File: config.mk
export PLATFORM = sky130hd
export DESIGN_NAME = impulse_segmenter_extrema_marker_unit
export DESIGN_NICKNAME = d
export VERILOG_FILES = /design/src/hw/rtl/ise_pkg.sv /design/src/hw/rtl/ise_front.sv /design/src/hw/rtl/ise_queue.sv /design/src/hw/rtl/ise_back.sv /design/src/hw/rtl/impulse_segmenter_extrema_marker_unit.sv
export SDC_FILE = /design/constraint.sdc
export NUM_CORES = 2
export LEC_CHECK = 0
export BUFFER_PORTS_ARGS = -buffer_cell sky130_fd_sc_hd__buf_2
export CAP_MARGIN = 40
export CORE_ASPECT_RATIO = 0.7
export CORE_MARGIN = 2
export CORE_UTILIZATION = 28
export DETAILED_ROUTE_END_ITERATION = 10
export SLEW_MARGIN = 20
export SYNTH_ARGS = -nofsm -noshare
export SYNTH_HDL_FRONTEND = slang
export SYNTH_SLANG_ARGS = --single-unit
File: constraint.sdc
create_clock -name i_clk -period 14.1 [get_ports i_clk]
set_clock_uncertainty 0.2 [all_clocks]
set_input_delay 1.41 -clock i_clk [delete_from_list [all_inputs] [get_ports i_clk]]
set_output_delay 1.41 -clock i_clk [all_outputs]
set_load 0.05 [all_outputs]
File: src/hw/rtl/ise_pkg.sv
// ise_pkg: shared types, constants and codes of the impulse segmenter.
// Used by ise_front, ise_queue, ise_back and the top level.
package ise_pkg;

    localparam int MAX_SEGMENT = 4096;
    localparam int MAX_POINTS  = 32;
    localparam int MIN_SEGMENT = 100;
    localparam int MIN_TARGET  = 10;

    localparam int SMP_W   = 16;
    localparam int CNT_W   = 13;
    localparam int OFF_W   = 12;
    localparam int PNT_W   = 6;
    localparam int WAV_W   = 10;
    localparam int XIDX_W  = $clog2(MAX_POINTS);
    localparam int XADR_W  = XIDX_W + 1;   // bank bit on top
    localparam int CFGD_W  = 16;
    localparam int CFGI_W  = 3;

    // register indexes of the configuration port
    typedef enum logic [CFGI_W-1:0] {
        CFG_SEGMENT_LIMIT    = 3'd0,
        CFG_MIN_IMPULSE_LEN  = 3'd1,
        CFG_END_LEVEL        = 3'd2,
        CFG_MAX_POINTS       = 3'd3,
        CFG_TARGET_WAVEFORMS = 3'd4
    } t_cfg_reg;

    typedef enum logic [2:0] {
        KIND_BASE   = 3'd0,
        KIND_EDGE   = 3'd1,
        KIND_PEAK   = 3'd2,
        KIND_VALLEY = 3'd3,
        KIND_END    = 3'd4
    } t_kind;

    // one extremum in the store
    typedef struct packed {
        logic [OFF_W-1:0]        offset;
        logic signed [SMP_W-1:0] value;
    } t_xtrm;

    // write port of the extremum store, front to back
    typedef struct packed {
        logic              we;
        logic [XADR_W-1:0] addr;
        t_xtrm             data;
    } t_xwr;

    // one accepted waveform, handed from front to back
    typedef struct packed {
        logic                    bank;
        logic [WAV_W-1:0]        wnum;
        logic                    first_peak;
        logic [PNT_W-1:0]        n_ext;
        logic [PNT_W-1:0]        total;
        logic signed [SMP_W-1:0] first_smp;
        logic [OFF_W-1:0]        end_off;
        logic signed [SMP_W-1:0] end_smp;
        logic                    done;
    } t_burst;

endpackage

File: src/hw/rtl/ise_front.sv
// ise_front: accepts sample/start words, tracks impulses, marks extrema
// and pushes one burst word per accepted waveform. Depends on ise_pkg.
module ise_front (
    input  logic                              i_clk,
    input  logic                              i_rst_n,
    input  logic                              i_valid,
    output logic                              o_stall,
    input  logic                              i_req_type,
    input  logic signed [ise_pkg::SMP_W-1:0]  i_sample_value,
    input  logic                              i_cfg_we,
    input  logic [ise_pkg::CFGI_W-1:0]        i_cfg_idx,
    input  logic [ise_pkg::CFGD_W-1:0]        i_cfg_data,
    input  logic                              i_full,
    output logic                              o_push,
    output ise_pkg::t_burst                   o_burst,
    output ise_pkg::t_xwr                     o_xwr
);

    localparam logic [ise_pkg::CNT_W-1:0] SEG_MAX  = ise_pkg::CNT_W'(ise_pkg::MAX_SEGMENT);
    localparam logic [ise_pkg::CNT_W-1:0] SEG_MIN  = ise_pkg::CNT_W'(ise_pkg::MIN_SEGMENT);
    localparam logic [ise_pkg::PNT_W-1:0] PNT_MAX  = ise_pkg::PNT_W'(ise_pkg::MAX_POINTS);
    localparam logic [ise_pkg::WAV_W-1:0] TGT_MIN  = ise_pkg::WAV_W'(ise_pkg::MIN_TARGET);

    // configuration
    logic [ise_pkg::CNT_W-1:0]   r_seg_limit;
    logic [ise_pkg::OFF_W-1:0]   r_min_len;
    logic [15:0]                 r_end_level;
    logic [ise_pkg::PNT_W-1:0]   r_max_points;
    logic [ise_pkg::WAV_W-1:0]   r_target;

    // impulse state; edge_seen always equals r_active, so one flop serves both
    logic                              r_measuring, n_measuring;
    logic                              r_active,    n_active;
    logic signed [ise_pkg::SMP_W-1:0]  r_prev,      n_prev;
    logic [ise_pkg::CNT_W-1:0]         r_cnt,       n_cnt;
    logic signed [ise_pkg::SMP_W-1:0]  r_win [4];
    logic signed [ise_pkg::SMP_W-1:0]  n_win [4];
    logic signed [ise_pkg::SMP_W-1:0]  r_first,     n_first;
    logic [ise_pkg::PNT_W-1:0]         r_ecnt,      n_ecnt;
    logic                              r_first_peak, n_first_peak;
    logic [ise_pkg::WAV_W-1:0]         r_wc,        n_wc;
    logic                              r_wbank,     n_wbank;

    logic                              acc, smp_acc;
    logic                              edge_hit, act, store, ext_hit, hi, lo;
    logic                              end_hit, emit, has_end;
    logic [ise_pkg::CNT_W-1:0]         lim, cnt, cnt_after;
    logic [ise_pkg::PNT_W-1:0]         ecnt, cap, room, n_ext;
    logic signed [ise_pkg::SMP_W-1:0]  x, c;
    logic [ise_pkg::SMP_W:0]           mag;

    assign o_stall = i_full;
    assign acc     = i_valid && !i_full;
    assign smp_acc = acc && !i_req_type && r_measuring;
    assign x       = i_sample_value;
    assign c       = r_win[1];

    always_comb begin
        n_measuring  = r_measuring;
        n_active     = r_active;
        n_prev       = r_prev;
        n_cnt        = r_cnt;
        n_win        = r_win;
        n_first      = r_first;
        n_ecnt       = r_ecnt;
        n_first_peak = r_first_peak;
        n_wc         = r_wc;
        n_wbank      = r_wbank;
        o_push       = 1'b0;
        o_xwr        = '0;
        o_burst      = '0;

        lim       = (r_seg_limit > SEG_MAX) ? SEG_MAX : r_seg_limit;
        edge_hit  = !r_active && (r_prev < 0) && (x >= 0);
        act       = r_active || edge_hit;
        cnt       = edge_hit ? '0 : r_cnt;
        ecnt      = edge_hit ? '0 : r_ecnt;
        store     = act && (cnt < lim);
        hi        = (c > r_win[0]) && (c > r_win[2]) && (c > r_win[3]) && (c > x);
        lo        = (c < r_win[0]) && (c < r_win[2]) && (c < r_win[3]) && (c < x);
        ext_hit   = store && (cnt >= ise_pkg::CNT_W'(4)) && (hi || lo) && (ecnt < PNT_MAX);
        cnt_after = cnt + ise_pkg::CNT_W'(store);
        mag       = (x < 0) ? -{x[ise_pkg::SMP_W-1], x} : {1'b0, x};
        end_hit   = act && (cnt_after > {1'b0, r_min_len})
                    && (mag < {1'b0, r_end_level});
        emit      = end_hit && (cnt_after >= SEG_MIN);

        cap       = (r_max_points > PNT_MAX) ? PNT_MAX : r_max_points;
        room      = (cap > ise_pkg::PNT_W'(2)) ? cap - ise_pkg::PNT_W'(2) : '0;

        if (acc && i_req_type) begin
            n_measuring = 1'b1;
            n_wc        = '0;
        end else if (smp_acc) begin
            n_prev   = x;
            n_active = act;
            n_cnt    = cnt;
            n_ecnt   = ecnt;
            if (store) begin
                if (cnt == '0) begin
                    n_first = x;
                end
                n_win[3] = r_win[2];
                n_win[2] = r_win[1];
                n_win[1] = r_win[0];
                n_win[0] = x;
                n_cnt    = cnt_after;
            end
            if (ext_hit) begin
                o_xwr.we          = 1'b1;
                o_xwr.addr        = {r_wbank, ecnt[ise_pkg::XIDX_W-1:0]};
                o_xwr.data.offset = ise_pkg::OFF_W'(cnt - ise_pkg::CNT_W'(2));
                o_xwr.data.value  = c;
                n_ecnt            = ecnt + ise_pkg::PNT_W'(1);
                if (ecnt == '0) begin
                    n_first_peak = (c > 0);
                end
            end
            if (end_hit) begin
                n_active = 1'b0;
            end
            if (emit) begin
                n_wc                = r_wc + ise_pkg::WAV_W'(1);
                n_wbank             = !r_wbank;
                o_push              = 1'b1;
                o_burst.bank        = r_wbank;
                o_burst.wnum        = n_wc;
                o_burst.first_peak  = n_first_peak;
                o_burst.first_smp   = n_first;
                o_burst.end_off     = ise_pkg::OFF_W'(cnt_after - ise_pkg::CNT_W'(1));
                o_burst.end_smp     = n_win[0];
                o_burst.done        = (n_wc >= r_target) && (n_wc >= TGT_MIN);
                if (o_burst.done) begin
                    n_measuring = 1'b0;
                end
            end
        end

        n_ext         = (n_ecnt < room) ? n_ecnt : room;
        has_end       = (n_ext + ise_pkg::PNT_W'(2)) < cap;
        o_burst.n_ext = emit ? n_ext : '0;
        o_burst.total = emit ? n_ext + ise_pkg::PNT_W'(2) + ise_pkg::PNT_W'(has_end) : '0;
    end

    always_ff @(posedge i_clk) begin
        if (!i_rst_n) begin
            r_seg_limit  <= ise_pkg::CNT_W'(2048);
            r_min_len    <= ise_pkg::OFF_W'(200);
            r_end_level  <= 16'd1638;
            r_max_points <= ise_pkg::PNT_W'(32);
            r_target     <= ise_pkg::WAV_W'(20);
        end else if (i_cfg_we) begin
            case (ise_pkg::t_cfg_reg'(i_cfg_idx))
                ise_pkg::CFG_SEGMENT_LIMIT:    r_seg_limit  <= i_cfg_data[ise_pkg::CNT_W-1:0];
                ise_pkg::CFG_MIN_IMPULSE_LEN:  r_min_len    <= i_cfg_data[ise_pkg::OFF_W-1:0];
                ise_pkg::CFG_END_LEVEL:        r_end_level  <= i_cfg_data;
                ise_pkg::CFG_MAX_POINTS:       r_max_points <= i_cfg_data[ise_pkg::PNT_W-1:0];
                ise_pkg::CFG_TARGET_WAVEFORMS: r_target     <= i_cfg_data[ise_pkg::WAV_W-1:0];
                default: ;
            endcase
        end
    end

    always_ff @(posedge i_clk) begin
        if (!i_rst_n) begin
            r_measuring  <= 1'b0;
            r_active     <= 1'b0;
            r_prev       <= '0;
            r_cnt        <= '0;
            r_win        <= '{default: '0};
            r_first      <= '0;
            r_ecnt       <= '0;
            r_first_peak <= 1'b0;
            r_wc         <= '0;
            r_wbank      <= 1'b0;
        end else begin
            r_measuring  <= n_measuring;
            r_active     <= n_active;
            r_prev       <= n_prev;
            r_cnt        <= n_cnt;
            r_win        <= n_win;
            r_first      <= n_first;
            r_ecnt       <= n_ecnt;
            r_first_peak <= n_first_peak;
            r_wc         <= n_wc;
            r_wbank      <= n_wbank;
        end
    end

endmodule

File: src/hw/rtl/ise_queue.sv
// ise_queue: two-entry queue of burst words between front and back.
// Depends on ise_pkg.
module ise_queue (
    input  logic            i_clk,
    input  logic            i_rst_n,
    input  logic            i_push,
    input  ise_pkg::t_burst i_data,
    input  logic            i_pop,
    output logic            o_valid,
    output ise_pkg::t_burst o_data,
    output logic [1:0]      o_count
);

    ise_pkg::t_burst r_mem [2];
    logic            r_wp, r_rp;
    logic [1:0]      r_count;

    assign o_valid = (r_count != 2'd0);
    assign o_data  = r_mem[r_rp];
    assign o_count = r_count;

    always_ff @(posedge i_clk) begin
        if (i_push) begin
            r_mem[r_wp] <= i_data;
        end
    end

    always_ff @(posedge i_clk) begin
        if (!i_rst_n) begin
            r_wp    <= 1'b0;
            r_rp    <= 1'b0;
            r_count <= 2'd0;
        end else begin
            if (i_push) begin
                r_wp <= !r_wp;
            end
            if (i_pop) begin
                r_rp <= !r_rp;
            end
            r_count <= r_count + 2'(i_push) - 2'(i_pop);
        end
    end

endmodule

File: src/hw/rtl/ise_back.sv
// ise_back: holds the two-bank extremum store and plays one burst word
// out as a run of point words. Depends on ise_pkg.
module ise_back (
    input  logic                             i_clk,
    input  logic                             i_rst_n,
    input  ise_pkg::t_xwr                    i_xwr,
    input  logic                             i_q_valid,
    input  ise_pkg::t_burst                  i_q_data,
    output logic                             o_pop,
    output logic                             o_busy,
    output logic                             o_valid,
    input  logic                             i_stall,
    output logic [ise_pkg::WAV_W-1:0]        o_waveform_number,
    output logic [ise_pkg::PNT_W-1:0]        o_point_number,
    output logic [2:0]                       o_point_kind,
    output logic [ise_pkg::OFF_W-1:0]        o_sample_offset,
    output logic signed [ise_pkg::SMP_W-1:0] o_point_sample,
    output logic                             o_last_point,
    output logic                             o_measurement_done
);

    typedef enum logic [1:0] {
        BS_IDLE = 2'b01,
        BS_RUN  = 2'b10
    } t_bst;

    ise_pkg::t_xtrm  r_xmem [2**ise_pkg::XADR_W];
    ise_pkg::t_xtrm  r_rdata;

    t_bst                       r_st,   n_st;
    ise_pkg::t_burst            r_desc, n_desc;
    logic [ise_pkg::PNT_W-1:0]  r_p,    n_p;
    logic [ise_pkg::PNT_W-1:0]  rd_idx, xi;
    logic                       adv, is_last, is_ext;
    ise_pkg::t_kind             kind;
    logic [ise_pkg::OFF_W-1:0]  off;
    logic signed [ise_pkg::SMP_W-1:0] smp;

    assign o_busy  = (r_st == BS_RUN);
    assign adv     = (r_st == BS_RUN) && (!o_valid || !i_stall);
    assign is_last = (r_p == r_desc.total - ise_pkg::PNT_W'(1));

    always_comb begin
        n_st   = r_st;
        n_desc = r_desc;
        n_p    = r_p;
        o_pop  = 1'b0;
        case (r_st)
            BS_IDLE: begin
                if (i_q_valid) begin
                    o_pop  = 1'b1;
                    n_desc = i_q_data;
                    n_p    = '0;
                    n_st   = BS_RUN;
                end
            end
            BS_RUN: begin
                if (adv) begin
                    if (is_last) begin
                        n_st = BS_IDLE;
                    end else begin
                        n_p = r_p + ise_pkg::PNT_W'(1);
                    end
                end
            end
            default: n_st = BS_IDLE;
        endcase
        // read ahead so r_rdata always belongs to r_p
        rd_idx = n_p - ise_pkg::PNT_W'(2);
    end

    // point decode
    always_comb begin
        xi     = r_p - ise_pkg::PNT_W'(2);
        is_ext = (r_p >= ise_pkg::PNT_W'(2)) && (xi < r_desc.n_ext);
        kind   = ise_pkg::KIND_END;
        off    = r_desc.end_off;
        smp    = r_desc.end_smp;
        if (r_p == '0) begin
            kind = ise_pkg::KIND_BASE;
            off  = '0;
            smp  = r_desc.first_smp;
        end else if (r_p == ise_pkg::PNT_W'(1)) begin
            kind = ise_pkg::KIND_EDGE;
            off  = '0;
            smp  = r_desc.first_smp;
        end else if (is_ext) begin
            kind = (r_desc.first_peak ^ xi[0]) ? ise_pkg::KIND_PEAK : ise_pkg::KIND_VALLEY;
            off  = r_rdata.offset;
            smp  = r_rdata.value;
        end
    end

    always_ff @(posedge i_clk) begin
        if (i_xwr.we) begin
            r_xmem[i_xwr.addr] <= i_xwr.data;
        end
        r_rdata <= r_xmem[{n_desc.bank, rd_idx[ise_pkg::XIDX_W-1:0]}];
    end

    always_ff @(posedge i_clk) begin
        if (!i_rst_n) begin
            r_st    <= BS_IDLE;
            r_p     <= '0;
            o_valid <= 1'b0;
        end else begin
            r_st <= n_st;
            r_p  <= n_p;
            if (adv) begin
                o_valid <= 1'b1;
            end else if (!i_stall) begin
                o_valid <= 1'b0;
            end
        end
    end

    always_ff @(posedge i_clk) begin
        r_desc <= n_desc;
        if (adv) begin
            o_waveform_number  <= r_desc.wnum;
            o_point_number     <= r_p + ise_pkg::PNT_W'(1);
            o_point_kind       <= kind;
            o_sample_offset    <= off;
            o_point_sample     <= smp;
            o_last_point       <= is_last;
            o_measurement_done <= is_last && r_desc.done;
        end
    end

endmodule

File: src/hw/rtl/impulse_segmenter_extrema_marker_unit.sv
// impulse_segmenter_extrema_marker_unit: top level of the impulse segmenter.
// Instantiates ise_front, ise_queue and ise_back; depends on ise_pkg.
//
// Usage
//   Input channel (i_valid / o_stall): one word per cycle unless stalled,
//   either an audio sample (i_req_type 0) or a start request (i_req_type 1),
//   which arms the measurement and clears the waveform count.
//   Output channel (o_valid / i_stall): one word per point. A sample that
//   closes an accepted waveform (100+ stored samples) yields a burst of
//   2..32 point words: baseline, rising edge, alternating peak/valley
//   extrema, end. o_last_point marks the final word of a burst, and
//   o_measurement_done rides on it when the count reaches target and 10.
//   A burst reaches o_valid through the queue, the back end's run state and
//   the output register; then one point per cycle while not stalled.
//   Throughput: one sample per cycle unless stalled. The extremum store has
//   two banks, so up to two bursts can be outstanding (queued or draining);
//   o_stall is high only while both banks are held by bursts not yet drained.
//   Receiver stall: the output register holds its word; the back end stops,
//   the front end keeps taking samples until both banks are held.
//   Reset (synchronous, active low): config registers return to their
//   defaults, measurement is off, queue and back end are emptied. The
//   extremum store is not cleared; it is always written before it is read.
//   Config writes (i_cfg_we) take effect at once; write only while idle.
module impulse_segmenter_extrema_marker_unit (
    input  logic                             i_clk,
    input  logic                             i_rst_n,
    input  logic                             i_valid,
    output logic                             o_stall,
    input  logic                             i_req_type,
    input  logic signed [ise_pkg::SMP_W-1:0] i_sample_value,
    input  logic                             i_cfg_we,
    input  logic [ise_pkg::CFGI_W-1:0]       i_cfg_idx,
    input  logic [ise_pkg::CFGD_W-1:0]       i_cfg_data,
    output logic                             o_valid,
    input  logic                             i_stall,
    output logic [ise_pkg::WAV_W-1:0]        o_waveform_number,
    output logic [ise_pkg::PNT_W-1:0]        o_point_number,
    output logic [2:0]                       o_point_kind,
    output logic [ise_pkg::OFF_W-1:0]        o_sample_offset,
    output logic signed [ise_pkg::SMP_W-1:0] o_point_sample,
    output logic                             o_last_point,
    output logic                             o_measurement_done
);

    logic            push, pop, q_valid, busy, full;
    logic [1:0]      q_count;
    ise_pkg::t_burst push_data, q_data;
    ise_pkg::t_xwr   xwr;

    // bursts outstanding = queued + draining; two means both banks held
    assign full = (q_count + 2'(busy)) >= 2'd2;

    ise_front u_front (
        .i_clk          (i_clk),
        .i_rst_n        (i_rst_n),
        .i_valid        (i_valid),
        .o_stall        (o_stall),
        .i_req_type     (i_req_type),
        .i_sample_value (i_sample_value),
        .i_cfg_we       (i_cfg_we),
        .i_cfg_idx      (i_cfg_idx),
        .i_cfg_data     (i_cfg_data),
        .i_full         (full),
        .o_push         (push),
        .o_burst        (push_data),
        .o_xwr          (xwr)
    );

    ise_queue u_queue (
        .i_clk   (i_clk),
        .i_rst_n (i_rst_n),
        .i_push  (push),
        .i_data  (push_data),
        .i_pop   (pop),
        .o_valid (q_valid),
        .o_data  (q_data),
        .o_count (q_count)
    );

    ise_back u_back (
        .i_clk              (i_clk),
        .i_rst_n            (i_rst_n),
        .i_xwr              (xwr),
        .i_q_valid          (q_valid),
        .i_q_data           (q_data),
        .o_pop              (pop),
        .o_busy             (busy),
        .o_valid            (o_valid),
        .i_stall            (i_stall),
        .o_waveform_number  (o_waveform_number),
        .o_point_number     (o_point_number),
        .o_point_kind       (o_point_kind),
        .o_sample_offset    (o_sample_offset),
        .o_point_sample     (o_point_sample),
        .o_last_point       (o_last_point),
        .o_measurement_done (o_measurement_done)
    );

    // never more than two bursts hold the two store banks
    a_banks: assert property (@(posedge i_clk) disable iff (!i_rst_n)
        (q_count + 2'(busy)) <= 2'd2)
        else $error("more bursts outstanding than store banks");

    // a push never lands on a full queue
    a_push: assert property (@(posedge i_clk) disable iff (!i_rst_n)
        push |-> (q_count != 2'd2))
        else $error("burst pushed into full queue");

    // the done flag only appears on the last point of a burst
    a_done: assert property (@(posedge i_clk) disable iff (!i_rst_n)
        (o_valid && o_measurement_done) |-> o_last_point)
        else $error("done flag away from last point");

    // every burst opens with the baseline point
    a_base: assert property (@(posedge i_clk) disable iff (!i_rst_n)
        (o_valid && (o_point_number == ise_pkg::PNT_W'(1)))
            |-> (o_point_kind == ise_pkg::KIND_BASE))
        else $error("burst does not open with baseline");

    // a write into the store only when the front may own its bank
    a_xwr: assert property (@(posedge i_clk) disable iff (!i_rst_n)
        xwr.we |-> !full)
        else $error("store written while both banks held");

endmodule

After elaboration in Yosys (flattened, before gate mapping). Memories as Yosys holds them, arrays and structs flattened. A register that Yosys moved wholly into a read port is not among the register bits. Cells that the tools add are included.

Register bits: 317. Latch bits: 0. Bits in writable memories: 1930. Bits in read-only memories: 0. Output and inout port bits: 51. Logic and storage cells: 223. Memories kept: 2.

Add/subtract/negate cells: 16. $mul: 0. Divide/modulo/power cells: 0. $lt $le $gt $ge: 28. Eq/ne operators: 12. Shift-type cells: 0. Muxes and demuxes: 62. Bitwise operators: 4. Reduce and logical (&&, ||, !) cells: 57.

Memories: u_back.r_xmem (depth 64, width 28, read ports 1, clocked after memory_dff 1, write ports 1, line ise_back.sv:27) `ise_pkg::t_xtrm r_xmem [2**ise_pkg::XADR_W];`; u_queue.r_mem (depth 2, width 69, read ports 1, clocked after memory_dff 1, write ports 1, line ise_queue.sv:14) `ise_pkg::t_burst r_mem [2];`.

Operator list (count): $mux 69 (2); $mux 45 (3); $mux 35 (3); $mux 16 (5); $mux 6 (12); $gt 16x16->1 (4); $lt 16x16->1 (4); $mux 64 (1); $mux 12 (4); $mux 13 (3); $lt 16x1->1 const B (2); $logic_and 1x1->1 (23); $mux 1 (22); $lt 6x6->1 (3); $lt 17x16->1 (1); $mux 17 (1); $neg 17->17 (1); $ge 16x1->1 const B (1); $gt 16x1->1 const B (1); $reduce_and 2->1 (8); $add 13x1->13 (1); $ge 13x3->1 const B (1); $ge 13x7->1 const B (1); $gt 13x12->1 (1); other kinds (44) (71).

Longest topological paths before layout.
Word-level depth: 18. Gate-level depth with buffers: 36.

Hierarchy. Synthesis repeated with hierarchy kept, for this count alone.

Cell total of the unflattened synthesis: 5984. Area total of the unflattened synthesis: 91906.9 µm².

By module, submodules not included: ise_back (instances 1, cells each 4102, area an instance 74387.6 µm², sequential area each 58085.7 µm²); ise_front (instances 1, cells each 1645, area an instance 12264.3 µm², sequential area each 3423.3 µm²); ise_queue (instances 1, cells each 235, area an instance 5242.5 µm², sequential area each 4244.1 µm²); impulse_segmenter_extrema_marker_unit (instances 1, cells each 2, area an instance 12.5 µm², sequential area each 0.0 µm²).

Worst setup path before layout. Ideal clock, no wire load.

Path type: input -> register. From: in i_sample_value[15] (netlist name). To: mem u_queue.r_mem[0][0] (netlist name), enable pin. Setup time: 498 ps. Data arrival time: 10133 ps. Slack: 3269 ps. Cell stages on the path: 25. Buffers on the path: 5. Path through: or3b_1 clkbuf_1 clkbuf_1 and2_1 ha_1 or4b_1 a211oi_1 nor2_1 o2111a_1 nor2_1 buf_1 buf_1 ha_1 ha_1 nand4_1 or3_1 a21oi_1 ha_1 nand4_1 or3_1 nand2_1 a21oi_1 o2111ai_1 clkbuf_1 nor2_1.

Word-level cells in the longest chain between the ends: 15.

Ends and longest elaborated chain: start: declaration (line impulse_segmenter_extrema_marker_unit.sv:30) `input logic signed [ise_pkg::SMP_W-1:0] i_sample_value,`; $ge 16x1->1 (line ise_front.sv:74) `edge_hit = !r_active && (r_prev < 0) && (x >= 0);`; $logic_and 1x1->1 (line ise_front.sv:74); $mux 13 (line ise_front.sv:76) `cnt = edge_hit ? '0 : r_cnt;`; $lt 13x13->1 (line ise_front.sv:78) `store = act && (cnt < lim);`; $logic_and 1x1->1 (line ise_front.sv:78); $add 13x1->13 (line ise_front.sv:82) `cnt_after = cnt + ise_pkg::CNT_W'(store);`; $gt 13x12->1 (line ise_front.sv:84) `end_hit = act && (cnt_after > {1'b0, r_min_len})`; $logic_and 1x1->1 (line ise_front.sv:84); $logic_and 1x1->1 (line ise_front.sv:85) `&& (mag < {1'b0, r_end_level});`; $logic_and 1x1->1 (*) (line ise_front.sv:86) `emit = end_hit && (cnt_after >= SEG_MIN);`; $mux 1 (*) (line ise_front.sv:122) `if (emit) begin`; $mux 1 (*) (line ise_front.sv:94) `end else if (smp_acc) begin`; $mux 1 (*) (line ise_front.sv:91) `if (acc && i_req_type) begin`; $mux 1 (*) (line ise_queue.sv:23) `if (i_push) begin`; $mux 1 (not written as such) (*) (line ise_queue.sv:24) `r_mem[r_wp] <= i_data;`; end: declaration (line ise_queue.sv:14).

Mark *: on every way between the ends. The rest lies on a longest branch, timed or not.

==> results.toml <==
[run_status]
outcome = "complete, no violations"

[timing]
tns_ps = 0
finalHoldViolCount = 0
holdWs_ps = 219
finalCritPeriodShare_pct = 66.1
slew_headroom_pct = 34.6
rsz0062_at_grt = "no"
fmax_mhz = 107
setup_violations = 0
fin_crit_ps = 9320
drv_slew = 0
worst_pin_slew_ps = 981

[die]
ios = 92
fp.coreArea_mm2 = 0.332
die_x_um = 695
start_util_pct = 28.2
dieArea_mm2 = 0.339
rows = 177
fp.dieH_um = 488

[clock_network]
cts_resized = 0
clk_latency_ps = 910
path_clk_slew_ps = 60
root_buffer = "clkbuf_16"
cts_tree = "done"
ctsHoldBuffers = 0
h-tree-depth = 4
postCtsSetupRepairBufs = 0
numCtsBuffers = 222
cts_max_path_buffers = 4
cts.sinks = 2261

[routing]
wl_met3_um = 27700
first_iter_violations = 8581
postRouteAntennaNets = 0
route.met2.wl_um = 117000
routed_via_density = 5.08
dr.max_layer_used = "met5"
vias = 61836
drc_errors = 0
drtPass1Iterations = 6
drt-total-wl_um = 276000
wl_met1_um = 125000
wl_per_cell_um = 22.6

[global_routing]
antenna_found_initial = 17
grt_pass1_vias = 57870
grt_pass1_wl_um = 399000
grtUsageTotal_pct = 15.6
overflow = 0
grt_max_degree = 183

[critical_path]
reg2regPathDepth = 33
crit_path_frequent_cell = "ha_1"
slowest_delay_ps = 700
start_kind = "input port"
r2r_start = "u_front.r_active"
arrival_ps = 9720
worstSetupPathType = "in2reg"
worstSetupEndpoint = "u_queue.r_mem[1][50]"
crit_start = "i_sample_value[15]"
crit_fanout = 66
cp_data_required_time_ps = 14500
cp-end-kind = "register"
cp_slowest_cell = "or3b_1"
reg2reg_to = "u_queue.r_mem[1][50]"
r2r_slack_ps = 5270

[logic_synthesis]
synth-edff-count = 2047
syn_nets = 7748
ys_ff_latch = 2261
async_reset_ff_share_pct = 0
netlist_area_mm2 = 0.0935
synth.most_common_cell = "edfxtp_1"
synth_cell_types = 90
syn-mean-instance-area_um2 = 12.4
synth_commonest_cells = "2047 x edfxtp_1, 1866 x nand2_1, 748 x a21oi_1"
synth.yosys.seq_area_share_pct = 70.3
synth_largest_area_cell = "edfxtp_1"
synthFlopType = "edfxtp_1"
synthTopCellsByArea = "edfxtp_1 66%, nand2_1 7.5%, dfxtp_1 4.6%"
synth_top_area_share_pct = 65.7
synthCells = 7553
ys.warnings.count = 0

[hold_path]
hold_class = "reg2reg"

[placement]
placed_cell_area_mm2 = 0.101
place_congestion = 0.862
port_buffers = 91
dp.cells = 11752
hpwl_um = 170000

[layout]
synthToLayoutAreaGrowth_pct = 16.0
drive_above_1_share_pct = 11.0
fin_cells = 12184
design_area_mm2 = 0.108
final_core_util_pct = 32.7
nNetsFinal = 7814

[job]
maxCapViolations = 0

[pwr]
peakVddDrop_mv = 0.0970
cellLeakagePower_nw = 35.2
power-per-cell-area_mw_per_mm2 = 122
worst min-delay path by stage:
stage | cells past startpoint | slack, ps | endpoint | from
floorplan | 0 | 200 | u_back.o_waveform_number[0] | u_back.r_desc[58]
global placement | 0 | 200 | u_back.o_waveform_number[3] | u_back.r_desc[61]
detailed placement | 0 | 210 | u_back.o_waveform_number[3] | u_back.r_desc[61]
CTS | 0 | 220 | u_back.o_waveform_number[3] | u_back.r_desc[61]
global route | 0 | 230 | u_back.o_waveform_number[3] | u_back.r_desc[61]
finish | 0 | 220 | u_back.o_waveform_number[9] | u_back.r_desc[67]
cell type report:
cell class / count / area (um^2)
inverter: 151 / 574
clock inverter: 126 / 1240
sequential: 2261 / 65800
clock buffer: 274 / 5890
fill: 32271 / 224000
antenna: 4 / 10.0
tap: 4385 / 5490
timing repair buffer: 312 / 3510
multi-input combinational: 4671 / 26000
metal layers:
layer  up-vias  global-route usage (%)
li1      27643                       -
met1     30978                    23.6
met2      2843                    22.5
met3       362                    3.53
met4        10                    3.75
met5         -                       0
registers in the layout, summed over array words and instances, names as in the netlist, 12 cells and up, named ones only:
register and cells:
u_back.r_rdata 28, u_front.r_min_len 12, u_front.r_cnt 13, u_front.c 16
u_queue.r_mem 138, u_front.r_win 48, u_front.r_end_level 16, u_front.r_first 16
u_back.r_desc 69, u_back.o_point_sample 16, u_back.o_sample_offset 12, u_back.r_xmem 1792
u_front.r_seg_limit 13
worst max-delay path, delay by kind of cell:
kind	cells	cell delay, ps
buf+inv	3	670
xor+xnor	1	320
simple gates	10	3000
mux	1	80
fa+ha+maj	5	1180
compound gates	14	3030
logic make-up after synthesis:
logic type,count (synthesis),share of synthesized area [%]
buf+inv,621,2.62
mux,127,1.45
simple gates,2704,12.2
xor+xnor,85,0.804
flops,2261,70.3
compound gates,1600,10.6
fa+ha+maj,155,2.07
cells in the final DEF (no fill, tap or decap), drive strengths merged, types with 13 or more instances in the layout:
| cell type | count |
|---|---|
| o211ai | 109 |
| o21ai | 280 |
| nor3 | 32 |
| a21oi | 769 |
| clkinv | 89 |
| a311oi | 57 |
| mux2 | 69 |
| dfxtp | 214 |
| xnor2 | 61 |
| inv | 156 |
| ha | 154 |
| a221oi | 86 |
| clkbuf | 276 |
| nand3 | 283 |
| nor2 | 232 |
| buf | 310 |
| or3 | 14 |
| a21o | 27 |
| nand2 | 1866 |
| nor4 | 13 |
| and2 | 44 |
| nand4 | 21 |
| a41o | 30 |
| edfxtp | 2047 |
| o221ai | 29 |
| or4 | 33 |
| bufinv | 23 |
| and3 | 70 |
| xor2 | 24 |
| mux2i | 58 |
| nand2b | 16 |
| a21boi | 126 |
| nor2b | 49 |
| a22oi | 16 |
metrics by stage:
step	total power [W]	setup WS, ps
2_1_floorplan	0.00739	3270
3_3_place_gp	0.00742	3580
3_5_place_dp	0.00742	3780
4_1_cts	0.0133	4670
5_1_grt	0.0136	4190
6_report	0.0132	4780
power breakdown:
| group | internal (W) | leakage, nW | switching (W) |
|---|---|---|---|
| Sequential | 0.00720 | 16.4 | 0.00000271 |
| Combinational | 0.0000288 | 15.4 | 0.0000517 |
| Clock | 0.00338 | 3.49 | 0.00257 |
(Power assumes the default switching activity.)
